$ cat src/rtl/core/mcd_pkg.sv
// Shared types and constants of the multi-click detector.
package mcd_pkg;

	typedef enum logic [2:0] {
		REQ_PRESS   = 3'd0,
		REQ_TOUCH   = 3'd1,
		REQ_MOTION  = 3'd2,
		REQ_RELEASE = 3'd3,
		REQ_CANCEL  = 3'd4,
		REQ_TICK    = 3'd5
	} req_t;

	typedef enum logic [1:0] {
		KIND_PRESSED  = 2'd0,
		KIND_RELEASED = 2'd1,
		KIND_STOPPED  = 2'd2
	} kind_t;

	typedef enum logic [2:0] {
		CFG_TIMEOUT     = 3'd0,
		CFG_DISTANCE    = 3'd1,
		CFG_AREA_EN     = 3'd2,
		CFG_AREA_LEFT   = 3'd3,
		CFG_AREA_TOP    = 3'd4,
		CFG_AREA_WIDTH  = 3'd5,
		CFG_AREA_HEIGHT = 3'd6
	} cfg_idx_t;

	localparam int QUEUE_DEPTH_DEFAULT = 2;

	localparam logic [7:0]  COUNT_MAX        = 8'd255;
	localparam logic [7:0]  TOUCH_BUTTON     = 8'd1;
	localparam logic [15:0] TIMEOUT_RESET    = 16'd400;
	localparam logic [9:0]  DISTANCE_RESET   = 10'd5;
	localparam logic [15:0] AREA_SIZE_RESET  = 16'hFFFF;

	typedef struct packed {
		logic               has_stop;
		logic               has_main;
		kind_t              kind;
		logic [7:0]         num;
		logic signed [15:0] x;
		logic signed [15:0] y;
	} job_t;

endpackage

$ cat src/rtl/core/mcd_front.sv
// Front end: configuration registers, run state and classification of each input event.
module mcd_front import mcd_pkg::*; (
	input  logic               clk,
	input  logic               arst_n,
	input  logic               cfg_valid,
	output logic               cfg_ready,
	input  logic [2:0]         cfg_index,
	input  logic [15:0]        cfg_data,
	input  logic               in_valid,
	output logic               in_stall,
	input  logic [2:0]         req_type,
	input  logic [7:0]         button,
	input  logic signed [15:0] pos_x,
	input  logic signed [15:0] pos_y,
	input  logic               q_full,
	output logic               push,
	output job_t               push_job
);

	logic [15:0]        timeout_q;
	logic [9:0]         distance_q;
	logic               area_en_q;
	logic signed [15:0] area_left_q;
	logic signed [15:0] area_top_q;
	logic [15:0]        area_width_q;
	logic [15:0]        area_height_q;

	logic [7:0]         count_q, count_d;
	logic [7:0]         rel_q, rel_d;
	logic [7:0]         active_q, active_d;
	logic signed [15:0] first_x_q, first_x_d;
	logic signed [15:0] first_y_q, first_y_d;
	logic [15:0]        timer_q, timer_d;
	logic               running_q, running_d;

	logic               accept;
	req_t               req;
	logic [7:0]         btn_eff;
	logic signed [16:0] dx, dy;
	logic [16:0]        abs_x, abs_y;
	logic signed [17:0] x_ext, y_ext, left_ext, top_ext, right_ext, bottom_ext;
	logic               close, area_ok, near_pos;
	logic               stop1, stop2;
	logic [7:0]         count_a, count_b, num;
	logic [15:0]        timer_dec;

	assign cfg_ready = 1'b1;
	assign in_stall  = q_full;
	assign accept    = in_valid && !q_full;
	assign req       = req_t'(req_type);

	always_ff @(posedge clk or negedge arst_n) begin
		if (!arst_n) begin
			timeout_q     <= TIMEOUT_RESET;
			distance_q    <= DISTANCE_RESET;
			area_en_q     <= 1'b0;
			area_left_q   <= '0;
			area_top_q    <= '0;
			area_width_q  <= AREA_SIZE_RESET;
			area_height_q <= AREA_SIZE_RESET;
		end else if (cfg_valid) begin
			unique case (cfg_idx_t'(cfg_index))
				CFG_TIMEOUT:     timeout_q     <= cfg_data;
				CFG_DISTANCE:    distance_q    <= cfg_data[9:0];
				CFG_AREA_EN:     area_en_q     <= cfg_data[0];
				CFG_AREA_LEFT:   area_left_q   <= cfg_data;
				CFG_AREA_TOP:    area_top_q    <= cfg_data;
				CFG_AREA_WIDTH:  area_width_q  <= cfg_data;
				CFG_AREA_HEIGHT: area_height_q <= cfg_data;
				default: ;
			endcase
		end
	end

	// Distance test against the first press of the run and area test against the configured area.
	always_comb begin
		dx         = {pos_x[15], pos_x} - {first_x_q[15], first_x_q};
		dy         = {pos_y[15], pos_y} - {first_y_q[15], first_y_q};
		abs_x      = dx[16] ? 17'(-dx) : 17'(dx);
		abs_y      = dy[16] ? 17'(-dy) : 17'(dy);
		close      = (abs_x < {7'd0, distance_q}) && (abs_y < {7'd0, distance_q});
		x_ext      = {{2{pos_x[15]}}, pos_x};
		y_ext      = {{2{pos_y[15]}}, pos_y};
		left_ext   = {{2{area_left_q[15]}}, area_left_q};
		top_ext    = {{2{area_top_q[15]}}, area_top_q};
		right_ext  = left_ext + $signed({2'b00, area_width_q});
		bottom_ext = top_ext + $signed({2'b00, area_height_q});
		area_ok    = !area_en_q || (x_ext >= left_ext && x_ext < right_ext &&
			y_ext >= top_ext && y_ext < bottom_ext);
		near_pos   = close && area_ok;
	end

	always_comb begin
		btn_eff   = (req == REQ_TOUCH) ? TOUCH_BUTTON : button;
		stop1     = (count_q != 8'd0) && (active_q != btn_eff);
		count_a   = stop1 ? 8'd0 : count_q;
		stop2     = (count_a != 8'd0) && !near_pos;
		count_b   = stop2 ? 8'd0 : count_a;
		num       = (count_b == COUNT_MAX) ? COUNT_MAX : count_b + 8'd1;
		timer_dec = timer_q - {15'd0, timer_q != 16'd0};

		count_d   = count_q;
		rel_d     = rel_q;
		active_d  = active_q;
		first_x_d = first_x_q;
		first_y_d = first_y_q;
		timer_d   = timer_q;
		running_d = running_q;

		push_job          = '0;
		push_job.kind     = KIND_PRESSED;
		push_job.x        = pos_x;
		push_job.y        = pos_y;

		unique case (req) inside
			REQ_PRESS, REQ_TOUCH: begin
				push_job.has_stop = stop1 || stop2;
				push_job.has_main = 1'b1;
				push_job.kind     = KIND_PRESSED;
				push_job.num      = num;
				count_d           = num;
				rel_d             = num;
				active_d          = stop2 ? 8'd0 : btn_eff;
				timer_d           = (timeout_q == 16'd0) ? 16'd1 : timeout_q;
				running_d         = 1'b1;
				if (count_b == 8'd0) begin
					first_x_d = pos_x;
					first_y_d = pos_y;
				end
			end
			REQ_MOTION: begin
				if (count_q != 8'd0 && !near_pos) begin
					push_job.has_stop = 1'b1;
					count_d           = 8'd0;
					active_d          = 8'd0;
				end
			end
			REQ_RELEASE: begin
				push_job.has_main = 1'b1;
				push_job.kind     = KIND_RELEASED;
				push_job.num      = rel_q;
				rel_d             = 8'd0;
			end
			REQ_CANCEL: begin
				if (count_q != 8'd0) begin
					push_job.has_stop = 1'b1;
					count_d           = 8'd0;
					active_d          = 8'd0;
				end
			end
			REQ_TICK: begin
				if (running_q) begin
					timer_d = timer_dec;
					if (timer_dec == 16'd0) begin
						running_d = 1'b0;
						if (count_q != 8'd0) begin
							push_job.has_stop = 1'b1;
							count_d           = 8'd0;
							active_d          = 8'd0;
						end
					end
				end
			end
			default: ;
		endcase

		push = accept && (push_job.has_stop || push_job.has_main);
	end

	always_ff @(posedge clk or negedge arst_n) begin
		if (!arst_n) begin
			count_q   <= '0;
			rel_q     <= '0;
			active_q  <= '0;
			first_x_q <= '0;
			first_y_q <= '0;
			timer_q   <= '0;
			running_q <= 1'b0;
		end else if (accept) begin
			count_q   <= count_d;
			rel_q     <= rel_d;
			active_q  <= active_d;
			first_x_q <= first_x_d;
			first_y_q <= first_y_d;
			timer_q   <= timer_d;
			running_q <= running_d;
		end
	end

`ifndef NO_ASSERTIONS
	a_timer_nonzero: assert property (@(posedge clk) disable iff (!arst_n)
		running_q |-> timer_q != 16'd0)
		else $error("Timer is running with zero ticks left.");
`endif

endmodule

$ cat src/rtl/core/mcd_queue.sv
// Short job queue between the front end and the result sequencer.
module mcd_queue import mcd_pkg::*; #(
	parameter int DEPTH = QUEUE_DEPTH_DEFAULT
) (
	input  logic clk,
	input  logic arst_n,
	input  logic push,
	input  job_t push_job,
	output logic full,
	input  logic pop,
	output logic nonempty,
	output job_t head
);

	localparam int PW = $clog2(DEPTH);
	localparam int CW = $clog2(DEPTH + 1);

	job_t          mem_q [DEPTH];
	logic [PW-1:0] wr_ptr_q, rd_ptr_q;
	logic [CW-1:0] cnt_q;

	assign full     = (cnt_q == CW'(DEPTH));
	assign nonempty = (cnt_q != '0);
	assign head     = mem_q[rd_ptr_q];

	always_ff @(posedge clk) begin
		if (push) begin
			mem_q[wr_ptr_q] <= push_job;
		end
	end

	always_ff @(posedge clk or negedge arst_n) begin
		if (!arst_n) begin
			wr_ptr_q <= '0;
			rd_ptr_q <= '0;
			cnt_q    <= '0;
		end else begin
			if (push) begin
				wr_ptr_q <= (wr_ptr_q == PW'(DEPTH - 1)) ? '0 : wr_ptr_q + 1'b1;
			end
			if (pop) begin
				rd_ptr_q <= (rd_ptr_q == PW'(DEPTH - 1)) ? '0 : rd_ptr_q + 1'b1;
			end
			if (push && !pop) begin
				cnt_q <= cnt_q + 1'b1;
			end else if (pop && !push) begin
				cnt_q <= cnt_q - 1'b1;
			end
		end
	end

`ifndef NO_ASSERTIONS
	a_no_overflow: assert property (@(posedge clk) disable iff (!arst_n)
		!(push && full))
		else $error("Job pushed into a full queue.");
`endif

`ifndef NO_ASSERTIONS
	a_no_underflow: assert property (@(posedge clk) disable iff (!arst_n)
		!(pop && !nonempty))
		else $error("Job popped from an empty queue.");
`endif

endmodule

$ cat src/rtl/core/mcd_back.sv
// Back end: expands each queued job into its results and holds them in the output register.
module mcd_back import mcd_pkg::*; (
	input  logic               clk,
	input  logic               arst_n,
	input  logic               q_nonempty,
	input  job_t               q_head,
	output logic               q_pop,
	output logic               out_valid,
	input  logic               out_stall,
	output logic [1:0]         result_kind,
	output logic [7:0]         press_number,
	output logic signed [15:0] out_x,
	output logic signed [15:0] out_y,
	output logic               last
);

	logic               out_valid_q;
	kind_t              kind_q;
	logic [7:0]         num_q;
	logic signed [15:0] x_q, y_q;
	logic               last_q;
	logic               phase_q;
	logic               load;
	logic               emit_stop;

	assign load      = !out_valid_q || !out_stall;
	assign emit_stop = q_head.has_stop && !phase_q;
	assign q_pop     = load && q_nonempty && !(emit_stop && q_head.has_main);

	always_ff @(posedge clk or negedge arst_n) begin
		if (!arst_n) begin
			out_valid_q <= 1'b0;
			phase_q     <= 1'b0;
		end else if (load) begin
			out_valid_q <= q_nonempty;
			if (q_nonempty) begin
				phase_q <= emit_stop && q_head.has_main;
			end
		end
	end

	always_ff @(posedge clk) begin
		if (load && q_nonempty) begin
			if (emit_stop) begin
				kind_q <= KIND_STOPPED;
				num_q  <= 8'd0;
				x_q    <= '0;
				y_q    <= '0;
				last_q <= !q_head.has_main;
			end else begin
				kind_q <= q_head.kind;
				num_q  <= q_head.num;
				x_q    <= q_head.x;
				y_q    <= q_head.y;
				last_q <= 1'b1;
			end
		end
	end

	assign out_valid    = out_valid_q;
	assign result_kind  = kind_q;
	assign press_number = num_q;
	assign out_x        = x_q;
	assign out_y        = y_q;
	assign last         = last_q;

`ifndef NO_ASSERTIONS
	a_phase_job: assert property (@(posedge clk) disable iff (!arst_n)
		phase_q |-> (q_nonempty && q_head.has_stop && q_head.has_main))
		else $error("Second result pending without a two-result job at the head.");
`endif

endmodule

$ cat src/rtl/core/multi_click_detector_core.sv
// Top level of the multi-click detector core.
// Usage:
//   Input events arrive on in_valid/in_stall with req_type, button, pos_x and pos_y;
//   a transaction completes when in_valid is high and in_stall is low.
//   Results leave on out_valid/out_stall; last marks the final result of an event.
//   Registers must be written via cfg_valid/cfg_ready/cfg_index/cfg_data by the
//   user only while idle; the block does not enforce it; cfg_ready is always high.
// Flow and throughput:
//   The front end classifies an event and updates the run state in the cycle it is
//   accepted, so a new event can be taken every cycle while the job queue has room.
//   The first result reaches the output register through the job queue.
//   The back end delivers one result per cycle while out_stall is low, so an event
//   with a stop and a press result emits both; events without results use no slot.
// Stalls:
//   While out_stall is high the output register holds; the queue of QUEUE_DEPTH jobs
//   fills and then in_stall rises until the receiver takes results again.
// Reset:
//   arst_n restores the register defaults, clears the run state and empties the queue.
module multi_click_detector_core import mcd_pkg::*; #(
	parameter int QUEUE_DEPTH = QUEUE_DEPTH_DEFAULT
) (
	input  logic               clk,
	input  logic               arst_n,
	input  logic               cfg_valid,
	output logic               cfg_ready,
	input  logic [2:0]         cfg_index,
	input  logic [15:0]        cfg_data,
	input  logic               in_valid,
	output logic               in_stall,
	input  logic [2:0]         req_type,
	input  logic [7:0]         button,
	input  logic signed [15:0] pos_x,
	input  logic signed [15:0] pos_y,
	output logic               out_valid,
	input  logic               out_stall,
	output logic [1:0]         result_kind,
	output logic [7:0]         press_number,
	output logic signed [15:0] out_x,
	output logic signed [15:0] out_y,
	output logic               last
);

	logic push, q_full, q_pop, q_nonempty;
	job_t push_job, q_head;

	mcd_front u_front (
		.clk       (clk),
		.arst_n    (arst_n),
		.cfg_valid (cfg_valid),
		.cfg_ready (cfg_ready),
		.cfg_index (cfg_index),
		.cfg_data  (cfg_data),
		.in_valid  (in_valid),
		.in_stall  (in_stall),
		.req_type  (req_type),
		.button    (button),
		.pos_x     (pos_x),
		.pos_y     (pos_y),
		.q_full    (q_full),
		.push      (push),
		.push_job  (push_job)
	);

	mcd_queue #(
		.DEPTH (QUEUE_DEPTH)
	) u_queue (
		.clk      (clk),
		.arst_n   (arst_n),
		.push     (push),
		.push_job (push_job),
		.full     (q_full),
		.pop      (q_pop),
		.nonempty (q_nonempty),
		.head     (q_head)
	);

	mcd_back u_back (
		.clk          (clk),
		.arst_n       (arst_n),
		.q_nonempty   (q_nonempty),
		.q_head       (q_head),
		.q_pop        (q_pop),
		.out_valid    (out_valid),
		.out_stall    (out_stall),
		.result_kind  (result_kind),
		.press_number (press_number),
		.out_x        (out_x),
		.out_y        (out_y),
		.last         (last)
	);

endmodule

$ cat config.mk
export PLATFORM = sky130hd
export DESIGN_NAME = multi_click_detector_core
export DESIGN_NICKNAME = d
export VERILOG_FILES = /design/src/rtl/core/mcd_pkg.sv /design/src/rtl/core/mcd_front.sv /design/src/rtl/core/mcd_queue.sv /design/src/rtl/core/mcd_back.sv /design/src/rtl/core/multi_click_detector_core.sv
export SDC_FILE = /design/constraint.sdc
export NUM_CORES = 1
export LEC_CHECK = 0
export ABC_AREA = 0
export BUFFER_PORTS_ARGS = -buffer_cell sky130_fd_sc_hd__buf_2
export CAP_MARGIN = 20
export CORE_UTILIZATION = 55
export DETAILED_ROUTE_END_ITERATION = 8
export GPL_ROUTABILITY_DRIVEN = 0
export PLACE_DENSITY = 0.75
export SYNTH_ARGS = -nofsm -noshare
export SYNTH_HDL_FRONTEND = slang
export SYNTH_SLANG_ARGS = --single-unit
$ cat constraint.sdc
create_clock -name clk -period 21.8 [get_ports clk]
set_input_delay 2.18 -clock clk [delete_from_list [all_inputs] [get_ports clk]]
set_output_delay 2.18 -clock clk [all_outputs]
set_load 0.02 [all_outputs]
==> flow_summary.json <==
{
  "synth_top_cell_area_share_pct": 21.4,
  "post_drt_wl_per_cell_um": 19.1,
  "required_ps": 22120,
  "vdd_drop_max_v": 0.0000912,
  "grtUsageMet2_pct": 44.5,
  "crit_slowest_cell": "or4_1",
  "viasPerCell": 6.01,
  "die_w_um": 183,
  "final_cells": 2299,
  "start_util_pct": 55.8,
  "cp_slowest_stage_delay_ps": 600,
  "yosys_warnings": 0,
  "nNetsFinal": 2059,
  "synth_edf_count": 129,
  "hold_slack_ps": 483,
  "synthAdderAreaFrac_pct": 11.3,
  "timing_hold_violations_final": 0,
  "dp_hpwl_mm": 31.2,
  "fillers": 2623,
  "use_met3_pct": 3.36,
  "fin_crit_ps": 8560,
  "clock-sinks": 299,
  "cts_buffers": 34,
  "dp.cells": 2233,
  "coreArea_um2": 32500,
  "clk_latency_ps": 520,
  "ys_seq_area_share_pct": 45.2,
  "grt_pass1_vias": 13578,
  "io_pins": 113,
  "hold_buffers": 0,
  "rows": 66,
  "path_class": "in2reg",
  "startpoint_type": "input port",
  "ctsResizeCount": 0,
  "grtUsageMet1_pct": 35.9,
  "syn_area_per_cell_um2": 10.5,
  "finClkSkew_ps": 18.5,
  "initialDrtViolationCount": 916,
  "final_core_util_pct": 62.5,
  "power.total_mw": 2.81,
  "synth-async-reset-ratio_pct": 56.9,
  "gr-total-overflow": 0,
  "rsz0062_at_grt": "false",
  "synth_compound_area_share_pct": 14.4,
  "die_area_um2": 33600,
  "end_kind": "flip-flop",
  "cts.htree.levels": 2,
  "grt_usage_pct": 26.6,
  "ys_ff_latch": 299,
  "drc_errors": 0,
  "antenna_found_initial": 4,
  "tns_ps": 0,
  "drv_slew": 0,
  "worstMarginPinSlew_ps": 1040,
  "synthSimpleGateAreaFrac_pct": 12.7,
  "ant_nets": 0,
  "vias": 13810,
  "area_growth_syn_to_layout_pct": 12.0,
  "gr-max-usage-layer": "met2",
  "grt_max_degree": 98,
  "wirelength_mm": 43.8,
  "leakage_nw": 8.67,
  "synthMuxAreaShare_pct": 8.93,
  "synth_area_leaders": "edfxtp_1 21%, dfrtp_1 18%, ha_1 11%",
  "cts_tree": "built",
  "cts_root_buffer": "clkbuf_16",
  "chipHeight_um": 183,
  "syn_area_um2": 18100,
  "fmax_ghz": 0.117,
  "synthFlopType": "dfrtp_1",
  "clk_pin_slew_ps": 60,
  "cap_violations": 0,
  "synthXorXnorAreaFrac_pct": 3.77,
  "outcome": "finished clean",
  "io_buffer_count": 111,
  "crit_top_cell": "ha_1",
  "grt_pass1_wl_mm": 70.3,
  "synth_top_family_by_area": "compound AO/OA/AOI/OAI gates",
  "cp_max_fo": 21,
  "yosysTopAreaCell": "edfxtp_1",
  "slew_headroom_pct": 28.7,
  "arrival_ps": 8890,
  "dr.pass1.iters": 5,
  "hold_path_class": "reg2reg",
  "synth_cell_type_count": 89,
  "syn_inst": 1722,
  "period_share_pct": 39.3,
  "p_per_area_nw_per_um2": 139,
  "syn_nets": 1950,
  "post_cts_buffers": 0,
  "setup_viol": 0,
  "clockBufferDepth": 3,
  "drive_above_1_share_pct": 16.9
}
-- path summary, 6_finish.rpt --
kind	slack (ps)	cells after the start	from	end
max	13240	31	pos_y[0]	u_queue.mem_q[0][34]
max reg2reg	13820	32	u_front.area_height_q[1]	u_queue.mem_q[0][34]
max in group asynchronous	18520	2	arst_n	u_front.area_left_q[10]
min reg2reg	480	1	u_front.rel_q[3]	u_front.rel_q[3]
min in group asynchronous	1780	1	arst_n	u_front.count_q[5]
min	480	1	u_front.rel_q[3]	u_front.rel_q[3]
-- cell type report --
type                    instances  area (um^2)  share of cell area, %
multi-input cells            1253         9310                   45.9
flip-flops and latches        299         8180                   40.3
clock inverters                18          153                  0.753
inverters                     116          435                   2.15
repair buffers                127          719                   3.55
clock buffers                  43          926                   4.57
well taps                     442          553                   2.73
diodes                          1         2.50                 0.0123
-- critical path: cells and delay by family --
kind                     cells  cell delay, ps
buffers and inverters        4             490
AND/OR/NAND/NOR             10            2350
adder cells (fa/ha/maj)      4            1110
AO/OA/AOI/OAI               13            2760
-- routing by layer --
layer  vias up  part of all wire, %  routed length (um)
li1       6563                    -                   -
met1      6731                   44               19100
met2       435                   48               20900
met3        81                  6.0                2620
met4         0                  2.8                1220
met5         -                    0                   0
-- cell usage after synthesis (44+ instances only) --
| master | count |
|---|---|
| edfxtp_1 | 129 |
| nor2_1 | 127 |
| dfrtp_1 | 133 |
| nand3_1 | 50 |
| ha_1 | 157 |
| xnor2_1 | 46 |
| clkbuf_1 | 44 |
| o21ai_0 | 97 |
| mux2_2 | 68 |
| nand2_1 | 113 |
| inv_1 | 116 |
| a21oi_1 | 103 |
| mux2i_1 | 49 |
-- sequential cells by signal (all words and copies together) (netlist names), 16 cells and up --
signal	cells
u_back.out_x	16
u_back.out_y	16
u_front.area_height_q	16
u_front.area_left_q	16
u_front.area_top_q	16
u_front.area_width_q	16
u_front.first_x_q	16
u_front.first_y_q	16
u_front.timeout_q	16
u_front.timer_q	16
u_queue.mem_q	86
-- cells by family after synthesis --
family	Yosys count
buffers and inverters	170
adder cells (fa/ha/maj)	161
AO/OA/AOI/OAI	402
AND/OR/NAND/NOR	462
flip-flops	299
XOR/XNOR	78
other	1
multiplexers	149
-- where the power goes --
part           leakage, nW  internal [mW]  total [mW]  switching (mW)
logic                 4.92          0.559        1.36           0.803
clock network        0.524          0.326       0.557           0.231
registers             3.22          0.791       0.896           0.105
-- cell usage in the layout, fill, tap and decap left out, types with 11 or more instances in the layout --
cell type	instances
a211oi_1	17
a21o_1	23
a21oi_1	102
a31oi_1	11
a32o_1	13
and3_1	14
buf_2	110
clkbuf_16	35
dfrtp_1	132
dfstp_2	37
edfxtp_1	129
ha_1	157
inv_1	116
mux2_1	32
mux2_2	68
mux2i_1	49
nand2_1	113
nand2b_1	25
nand3_1	50
nand4_1	13
nor2_1	125
nor2b_1	14
nor3_1	26
nor4_1	13
o21a_1	12
o21ai_0	97
o21ai_1	18
xnor2_1	46
xor2_1	32
-- per-stage QoR --
stage / area (um^2) / worst slack [ps]
3_3_place_gp: 19100 / 12530
4_1_cts: 20200 / 12750
6_report: 20300 / 13240
2_1_floorplan: 18100 / 13190
3_5_place_dp: 19100 / 12270
5_1_grt: 20300 / 12650
Note: power is estimated with default switching activity, not from simulation.
